==> config.mk <==
export PLATFORM = sky130hd
export DESIGN_NAME = sha256_message_digest
export DESIGN_NICKNAME = d
export VERILOG_FILES = /design/src/rtl/sha256_pkg.sv /design/src/rtl/sha256_round.sv /design/src/rtl/sha256_message_digest.sv
export SDC_FILE = /design/constraint.sdc
export NUM_CORES = 2
export LEC_CHECK = 0
export BUFFER_PORTS_ARGS = -buffer_cell sky130_fd_sc_hd__buf_2
export CORE_ASPECT_RATIO = 1.2
export CORE_MARGIN = 2
export CORE_UTILIZATION = 51
export CTS_CLUSTER_SIZE = 28
export DETAILED_ROUTE_END_ITERATION = 8
export PLACE_DENSITY = 0.7
export SLEW_MARGIN = 25
export SYNTH_ARGS = -nofsm -noshare
export SYNTH_HDL_FRONTEND = slang
export SYNTH_SLANG_ARGS = --single-unit
==> constraint.sdc <==
create_clock -name clk -period 22.2 [get_ports clk]
set_input_delay 2.22 -clock clk [delete_from_list [all_inputs] [get_ports clk]]
set_output_delay 2.22 -clock clk [all_outputs]
set_load 0.005 [all_outputs]
==> src/rtl/sha256_pkg.sv <==
// constants and types shared by the sha-256 digest block
package sha256_pkg;

  localparam int unsigned BlockBytes = 64;
  localparam int unsigned Rounds     = 64;
  localparam logic [60:0] MsgMax     = {61{1'b1}};

  typedef enum logic [2:0] {
    ST_IDLE,
    ST_LOAD,
    ST_ROUND,
    ST_ADD,
    ST_PAD,
    ST_OUT
  } state_t;

  localparam logic [31:0] InitH [8] = '{
    32'h6A09E667, 32'hBB67AE85, 32'h3C6EF372, 32'hA54FF53A,
    32'h510E527F, 32'h9B05688C, 32'h1F83D9AB, 32'h5BE0CD19
  };

  localparam logic [31:0] RoundK [64] = '{
    32'h428A2F98, 32'h71374491, 32'hB5C0FBCF, 32'hE9B5DBA5,
    32'h3956C25B, 32'h59F111F1, 32'h923F82A4, 32'hAB1C5ED5,
    32'hD807AA98, 32'h12835B01, 32'h243185BE, 32'h550C7DC3,
    32'h72BE5D74, 32'h80DEB1FE, 32'h9BDC06A7, 32'hC19BF174,
    32'hE49B69C1, 32'hEFBE4786, 32'h0FC19DC6, 32'h240CA1CC,
    32'h2DE92C6F, 32'h4A7484AA, 32'h5CB0A9DC, 32'h76F988DA,
    32'h983E5152, 32'hA831C66D, 32'hB00327C8, 32'hBF597FC7,
    32'hC6E00BF3, 32'hD5A79147, 32'h06CA6351, 32'h14292967,
    32'h27B70A85, 32'h2E1B2138, 32'h4D2C6DFC, 32'h53380D13,
    32'h650A7354, 32'h766A0ABB, 32'h81C2C92E, 32'h92722C85,
    32'hA2BFE8A1, 32'hA81A664B, 32'hC24B8B70, 32'hC76C51A3,
    32'hD192E819, 32'hD6990624, 32'hF40E3585, 32'h106AA070,
    32'h19A4C116, 32'h1E376C08, 32'h2748774C, 32'h34B0BCB5,
    32'h391C0CB3, 32'h4ED8AA4A, 32'h5B9CCA4F, 32'h682E6FF3,
    32'h748F82EE, 32'h78A5636F, 32'h84C87814, 32'h8CC70208,
    32'h90BEFFFA, 32'hA4506CEB, 32'hBEF9A3F7, 32'hC67178F2
  };

  function automatic logic [31:0] rotr(input logic [31:0] v, input int unsigned n);
    rotr = (v >> n) | (v << (32 - n));
  endfunction

endpackage

==> src/rtl/sha256_round.sv <==
// one sha-256 round step and schedule word update
module sha256_round
  import sha256_pkg::*;
(
  input  logic [31:0] vars_in [8],
  input  logic [31:0] k,
  input  logic [31:0] w,
  input  logic [31:0] x2,
  input  logic [31:0] x7,
  input  logic [31:0] x15,
  input  logic [31:0] x16,
  output logic [31:0] w_sched,
  output logic [31:0] vars_out [8]
);

  logic [31:0] s0, s1, t1, t2, e, a;

  always_comb begin
    s1 = rotr(x2, 17) ^ rotr(x2, 19) ^ (x2 >> 10);
    s0 = rotr(x15, 7) ^ rotr(x15, 18) ^ (x15 >> 3);
    w_sched = x16 + s0 + x7 + s1;
    a = vars_in[0];
    e = vars_in[4];
    t1 = vars_in[7] + (rotr(e, 6) ^ rotr(e, 11) ^ rotr(e, 25)) +
         ((e & vars_in[5]) ^ (~e & vars_in[6])) + k + w;
    t2 = (rotr(a, 2) ^ rotr(a, 13) ^ rotr(a, 22)) +
         ((a & vars_in[1]) ^ (a & vars_in[2]) ^ (vars_in[1] & vars_in[2]));
    vars_out[7] = vars_in[6];
    vars_out[6] = vars_in[5];
    vars_out[5] = vars_in[4];
    vars_out[4] = vars_in[3] + t1;
    vars_out[3] = vars_in[2];
    vars_out[2] = vars_in[1];
    vars_out[1] = a;
    vars_out[0] = t1 + t2;
  end

endmodule

==> src/rtl/sha256_message_digest.sv <==
// sha-256 digest of a byte stream, top level
// Bytes are taken one per word and collected into a 64-byte block memory
// (one write and one read per cycle, read data registered). After a byte
// that does not complete a block the next word can be taken. The 64th byte
// of a block starts a compression: ST_LOAD moves the block into the schedule
// registers, ST_ROUND runs the rounds, ST_ADD adds into the chaining words;
// no word is taken while a compression runs. A word with last pads the tail
// in the block memory, one byte a cycle, runs one or two compressions and
// then offers the digest; the next word is taken once the digest word has
// left.
module sha256_message_digest
  import sha256_pkg::*;
(
  input  logic         clk,
  input  logic         rst,
  input  logic         s_tvalid,
  output logic         s_tready,
  input  logic [7:0]   s_tdata,   // data_byte
  input  logic         s_tuser,   // byte_present
  input  logic         s_tlast,   // last
  output logic         m_tvalid,
  input  logic         m_tready,
  output logic [255:0] m_tdata,   // digest_w0, digest_w1, digest_w2, digest_w3
  output logic         m_tuser    // length_error
);

  logic [7:0]  blk_mem [64];
  logic [7:0]  blk_rd;
  logic        mem_we;
  logic [5:0]  mem_wa, mem_ra;
  logic [7:0]  mem_wd;

  state_t      state, state_next;
  logic [60:0] msg_bytes;
  logic        ovf;
  logic [31:0] chain [8];
  logic [31:0] vars [8];
  logic [31:0] sched [16];
  logic [6:0]  cnt;
  logic        final_mode;
  logic        len_done;
  logic        pad_two;
  logic [31:0] vars_out [8];
  logic [31:0] w_sched, w_cur;
  logic        accept;

  always_ff @(posedge clk) begin
    if (mem_we) begin
      blk_mem[mem_wa] <= mem_wd;
    end
    blk_rd <= blk_mem[mem_ra];
  end

  assign accept = s_tvalid && s_tready;
  assign s_tready = (state == ST_IDLE);

  assign w_cur = (cnt[5:0] < 6'd16) ? sched[cnt[3:0]] : w_sched;

  sha256_round u_round (
    .vars_in  (vars),
    .k        (RoundK[cnt[5:0]]),
    .w        (w_cur),
    .x2       (sched[4'(cnt[3:0] - 4'd2)]),
    .x7       (sched[4'(cnt[3:0] - 4'd7)]),
    .x15      (sched[4'(cnt[3:0] - 4'd15)]),
    .x16      (sched[cnt[3:0]]),
    .w_sched  (w_sched),
    .vars_out (vars_out)
  );

  logic take_byte;
  assign take_byte = accept && s_tuser && (msg_bytes != MsgMax);

  // pad byte for the current position
  logic [5:0]  pad_pos;
  logic [63:0] bits;
  logic [7:0]  pad_byte;
  logic [2:0]  len_idx;
  assign pad_pos = cnt[5:0];
  assign bits = {msg_bytes, 3'b000};
  assign len_idx = 3'(6'd63 - pad_pos);
  always_comb begin
    if (pad_pos == msg_bytes[5:0] && !pad_two) begin
      pad_byte = 8'h80;
    end else if (len_done && pad_pos >= 6'd56) begin
      pad_byte = bits[len_idx*8 +: 8];
    end else begin
      pad_byte = 8'h00;
    end
  end

  always_comb begin
    mem_we = 1'b0;
    mem_wa = msg_bytes[5:0];
    mem_wd = s_tdata;
    mem_ra = cnt[5:0];
    unique case (state)
      ST_IDLE: begin
        mem_we = take_byte;
      end
      ST_PAD: begin
        mem_we = 1'b1;
        mem_wa = pad_pos;
        mem_wd = pad_byte;
      end
      default: begin
        mem_we = 1'b0;
      end
    endcase
  end

  // pad run: start position and whether length fits
  logic        last_pend;
  logic [5:0]  tail_pos;
  assign tail_pos = take_byte ? msg_bytes[5:0] + 6'd1 : msg_bytes[5:0];

  always_comb begin
    state_next = state;
    unique case (state)
      ST_IDLE: begin
        if (accept) begin
          if (take_byte && msg_bytes[5:0] == 6'd63) begin
            state_next = ST_LOAD;
          end else if (s_tlast) begin
            state_next = ST_PAD;
          end
        end
      end
      ST_LOAD:  if (cnt == 7'd64) state_next = ST_ROUND;
      ST_ROUND: if (cnt == 7'd63) state_next = ST_ADD;
      ST_ADD: begin
        if (!final_mode) begin
          state_next = last_pend ? ST_PAD : ST_IDLE;
        end else if (len_done) begin
          state_next = ST_OUT;
        end else begin
          state_next = ST_PAD;
        end
      end
      ST_PAD:   if (cnt == 7'd63) state_next = ST_LOAD;
      ST_OUT:   if (m_tready) state_next = ST_IDLE;
      default:  state_next = ST_IDLE;
    endcase
  end

  always_ff @(posedge clk) begin
    if (rst) begin
      state      <= ST_IDLE;
      msg_bytes  <= '0;
      ovf        <= 1'b0;
      cnt        <= '0;
      final_mode <= 1'b0;
      len_done   <= 1'b0;
      pad_two    <= 1'b0;
      last_pend  <= 1'b0;
      for (int i = 0; i < 8; i++) chain[i] <= InitH[i];
    end else begin
      state <= state_next;
      unique case (state)
        ST_IDLE: begin
          cnt <= '0;
          if (accept) begin
            if (s_tuser && msg_bytes == MsgMax) ovf <= 1'b1;
            if (take_byte) msg_bytes <= msg_bytes + 61'd1;
            last_pend <= s_tlast;
            if (s_tlast && !(take_byte && msg_bytes[5:0] == 6'd63)) begin
              final_mode <= 1'b1;
              len_done <= (tail_pos < 6'd56);
              pad_two <= 1'b0;
              cnt <= {1'b0, tail_pos};
            end
          end
        end
        ST_LOAD: begin
          cnt <= cnt + 7'd1;
          if (cnt != 7'd0) begin
            sched[4'(6'(cnt - 7'd1) >> 2)] <=
              {sched[4'(6'(cnt - 7'd1) >> 2)][23:0], blk_rd};
          end
          if (cnt == 7'd64) begin
            cnt <= '0;
            for (int i = 0; i < 8; i++) vars[i] <= chain[i];
          end
        end
        ST_ROUND: begin
          cnt <= cnt + 7'd1;
          vars <= vars_out;
          if (cnt[5:0] >= 6'd16) sched[cnt[3:0]] <= w_sched;
        end
        ST_ADD: begin
          cnt <= '0;
          for (int i = 0; i < 8; i++) chain[i] <= chain[i] + vars[i];
          if (!final_mode && last_pend) begin
            final_mode <= 1'b1;
            len_done <= 1'b1;
            pad_two <= 1'b0;
          end else if (final_mode && !len_done) begin
            len_done <= 1'b1;
            pad_two <= 1'b1;
          end
        end
        ST_PAD: begin
          cnt <= cnt + 7'd1;
          if (cnt == 7'd63) cnt <= '0;
        end
        ST_OUT: begin
          if (m_tready) begin
            for (int i = 0; i < 8; i++) chain[i] <= InitH[i];
            msg_bytes  <= '0;
            ovf        <= 1'b0;
            final_mode <= 1'b0;
            last_pend  <= 1'b0;
          end
        end
        default: cnt <= '0;
      endcase
    end
  end

  // load reads 4 bytes per word big-endian; block byte 4i..4i+3 into word i
  // is done with 64 reads, with cnt stepping over the 64 block addresses
  assign m_tvalid = (state == ST_OUT);
  assign m_tdata  = {chain[6], chain[7], chain[4], chain[5],
                     chain[2], chain[3], chain[0], chain[1]};
  assign m_tuser  = ovf;

endmodule

==> reports/qor.txt <==
Result of the run = finished clean
CTS clk-pin slew, worst paths = 70 ps
Largest delay contributor family on the critical path = compound AO/OA/AOI/OAI gates
Routed vias/inst = 6.647
Maximum VDD drop = 0.1787 mV
Unrepaired setup endpoints after global routing = no
Count of hold-fix buffers inserted at cts = 0
Most common cell after layout, fill and taps aside = sky130_fd_sc_hd__edfxtp_1
Total number of nets in the final design = 9004
Starting density of the core = 51.43%
Worst flop-to-flop path startpoint = cnt[1]$_SDFFE_PP0N_
Pin count of the biggest net entering global routing = 136
Detailed placement HPWL = 240300 um
Number of clock sinks = 1624
Synthesized netlist net count = 8905
Global-route usage over all layers = 33.46%
Leakage = 40.02 nW
Vias in the first global route = 72380
Via total after detailed routing = 74130
Cell types with the largest area share after synthesis = sky130_fd_sc_hd__edfxtp_1, sky130_fd_sc_hd__mux4_2, sky130_fd_sc_hd__ha_1
DRC = 0
Fill cell total of the finished layout = 15890
Final standard cell utilization of the core = 56.49%
Count of port buffers added during placement = 272
Number of antenna violations at the first check in global routing = 11
Root buf cell = sky130_fd_sc_hd__clkbuf_16
Post-route insts no fill = 11150
Number of top-level design ports = 273
Final Hold Viols = 0
Final clock skew = 64.97 ps
Critical path class = reg2reg
Critical Path Start = cnt[1]$_SDFFE_PP0N_
Global-route wire length before repair = 499700 um
Fin Setup TNS = 0 ps
Die Ht = 494.3 um
Post-route fraction of the period consumed by the critical path = 63.95%
Most used cells in the layout excluding fill and tap cells = sky130_fd_sc_hd__edfxtp_1, sky130_fd_sc_hd__nand2_1, sky130_fd_sc_hd__mux4_2, sky130_fd_sc_hd__a21oi_1, sky130_fd_sc_hd__nor2_1
Distinct cell type count of the synthesized netlist = 90
Number of enable flip-flop cells after synthesis = 1408
Normalized max-slew margin = 19.07%
Share of cells above drive strength 1 = 18.29%
Final slew viol count = 0
Time the final worst path needs with I/O delays and setup = 14200 ps
Power per cell area = 115.3 nW/um^2
Area fraction of the dominant cell type after synthesis = 41.38%
Type of destination of the critical path = register
Transition at the pin with the smallest max-transition slack = 1201 ps
Cell taking the most area after synthesis = sky130_fd_sc_hd__edfxtp_1
Post-Synthesis Mean Instance Area = 12.33 um^2
Fmax = 70.44 MHz
Worst-case clock buffer depth = 3
Min setup slack post-route = 8003 ps
MaxCap Viol Count = 0
TritonCTS clock tree = built
Overall power of the completed layout = 12.94 mW
Total global routing overflow = 0
Critical R2R Capture = vars[253]$_DFFE_PP_
Critical Path Sink = vars[253]$_DFFE_PP_
CTS Buf Count = 167
Synthesis-to-layout area growth = 9.836%
Kind of path behind the tightest hold check = reg2reg
Stages on the worst setup path = 41
Slowest cell on the critical path = sky130_fd_sc_hd__buf_4
Deepest level of the CTS H-tree = 4
Number of gates resized after cts = 0
Latest clock arrival within the worst-skew pair = 860 ps
Core area = 198700 um^2
Drt initial violations = 9539
Setup WS pre-CTS = 8191 ps
DIE AREA = 203900 um^2
Width of the chip = 412.6 um
Yosys warning total = 0
Post-DP Area = 106400 um^2
Critical Path Source Type = register
Crit path DAT = 14720 ps
Instance count after placement with tap cells included = 10840
Register-to-Register Setup Slack = 8000 ps
Hold slack = 504.4 ps
FF/Latch Area = 46630 um^2
Total of endpoints with negative setup slack in the final report = 0
Final design area excluding fillers = 112200 um^2
Sequential share of the synthesized area = 45.62%
Buffers inserted during post-CTS setup optimization = 0
Remaining antenna violation count = 0
Worst path bufs/invs = 6
First-pass iteration count of the detailed router = 7
Multi-input combinational cell area = 52680 um^2
Number of synthesized register bits = 1624
Routed wire length = 343800 um
Share of flip-flops with an asynchronous set or reset = 0%
Cell area after synthesis = 102200 um^2
Most common cell type on the critical path = sky130_fd_sc_hd__fa_1
Number of cells traversed by the worst register-to-register path = 41
Required time of the critical path = 22730 ps
Routed wire per std cell = 30.82 um
Number of standard cells after synthesis = 8286
Longest individual stage delay on the worst path = 860 ps
Most used DFF post-synth = sky130_fd_sc_hd__edfxtp_1
Placer Congestion = 1.011
Site row count = 179
CP max FO = 56
-- synth_stat cells, types with 26 or more instances --
| cell type | count |
|---|---|
| sky130_fd_sc_hd__mux4_2 | 801 |
| sky130_fd_sc_hd__nand4_1 | 48 |
| sky130_fd_sc_hd__o21a_1 | 48 |
| sky130_fd_sc_hd__nand2b_1 | 70 |
| sky130_fd_sc_hd__o211ai_1 | 48 |
| sky130_fd_sc_hd__or3_1 | 37 |
| sky130_fd_sc_hd__a31oi_1 | 51 |
| sky130_fd_sc_hd__mux2i_1 | 74 |
| sky130_fd_sc_hd__xnor2_1 | 392 |
| sky130_fd_sc_hd__edfxtp_1 | 1408 |
| sky130_fd_sc_hd__xor2_1 | 247 |
| sky130_fd_sc_hd__o21bai_1 | 46 |
| sky130_fd_sc_hd__clkbuf_1 | 354 |
| sky130_fd_sc_hd__ha_1 | 408 |
| sky130_fd_sc_hd__and3_1 | 41 |
| sky130_fd_sc_hd__a21o_1 | 201 |
| sky130_fd_sc_hd__dfxtp_1 | 216 |
| sky130_fd_sc_hd__o21ai_0 | 339 |
| sky130_fd_sc_hd__a21oi_1 | 464 |
| sky130_fd_sc_hd__buf_1 | 93 |
| sky130_fd_sc_hd__o21ai_1 | 54 |
| sky130_fd_sc_hd__inv_1 | 389 |
| sky130_fd_sc_hd__fa_1 | 197 |
| sky130_fd_sc_hd__nand2_1 | 1125 |
| sky130_fd_sc_hd__and2_1 | 26 |
| sky130_fd_sc_hd__nor2_1 | 464 |
| sky130_fd_sc_hd__nor2b_1 | 65 |
| sky130_fd_sc_hd__o31ai_1 | 27 |
| sky130_fd_sc_hd__nor3_1 | 107 |
| sky130_fd_sc_hd__nand3_1 | 106 |
| sky130_fd_sc_hd__a211oi_1 | 51 |
-- flip-flops by register name (all words and copies together), names as in the netlist, 3 cells and up, named ones only --
name,flops
chain,256
blk_mem,512
msg_bytes,61
blk_rd,8
cnt,7
state,3
vars,256
sched,512
-- per-layer routing --
layer,GRT usage (%),share of wire [%]
met2,53.45,47
met3,6.951,10
met1,42.36,36
met5,0,0.014
met4,19.36,7.0
-- worst register-to-register path: cells and delay by family, from the launching register on --
family,cells,cell delay (ps)
AOI/OAI and AO/OA,16,3940
xor gates and xnor gates,4,810
adders and majority gates,9,3930
buffers and inverters,6,2470
DFF,1,780
muxes,2,1050
and+or+nand+nor,4,910
-- worst min path at each step --
| stage | start | end | slack [ps] | depth (start not counted) |
|---|---|---|---|---|
| after floorplan | msg_bytes[60]$_SDFFE_PP0P_ | msg_bytes[60]$_SDFFE_PP0P_ | 460 | 2 |
| after global placement | m_tuser$_SDFFE_PP0P_ | m_tuser$_SDFFE_PP0P_ | 470 | 2 |
| after detailed placement | m_tuser$_SDFFE_PP0P_ | m_tuser$_SDFFE_PP0P_ | 480 | 2 |
| after CTS | msg_bytes[59]$_SDFFE_PP0P_ | msg_bytes[59]$_SDFFE_PP0P_ | 500 | 2 |
| after global routing | msg_bytes[14]$_SDFFE_PP0P_ | msg_bytes[14]$_SDFFE_PP0P_ | 530 | 2 |
| final | m_tuser$_SDFFE_PP0P_ | m_tuser$_SDFFE_PP0P_ | 500 | 2 |
-- where the power goes --
part	internal [mW]	leakage [nW]	switching [mW]	total, mW
Combinational	2.52	22.9	3.90	6.41
Sequential	3.54	14.3	0.0333	3.58
Clock	1.66	2.79	1.28	2.95
Total	7.72	40.0	5.21	12.9
-- layout make-up --
class | instances | area share [%]
Antenna cell | 3 | 0.006690
Clock buffer | 216 | 4.079
Clock inverter | 94 | 1.046
Inverter | 392 | 1.313
Multi-Input combinational cell | 5800 | 46.95
Sequential cell | 1624 | 41.56
Tap cell | 2624 | 2.926
Timing Repair Buffer | 400 | 2.124
-- logic make-up after synthesis --
group	after synthesis	synth area share (%)
and+or+nand+nor	2156	9.126
muxes	882	18.47
AOI/OAI and AO/OA	1499	9.041
buffers and inverters	862	3.217
xor gates and xnor gates	640	5.494
adders and majority gates	623	9.033
DFF	1624	45.62
Note: power is estimated with default switching activity, not from simulation.
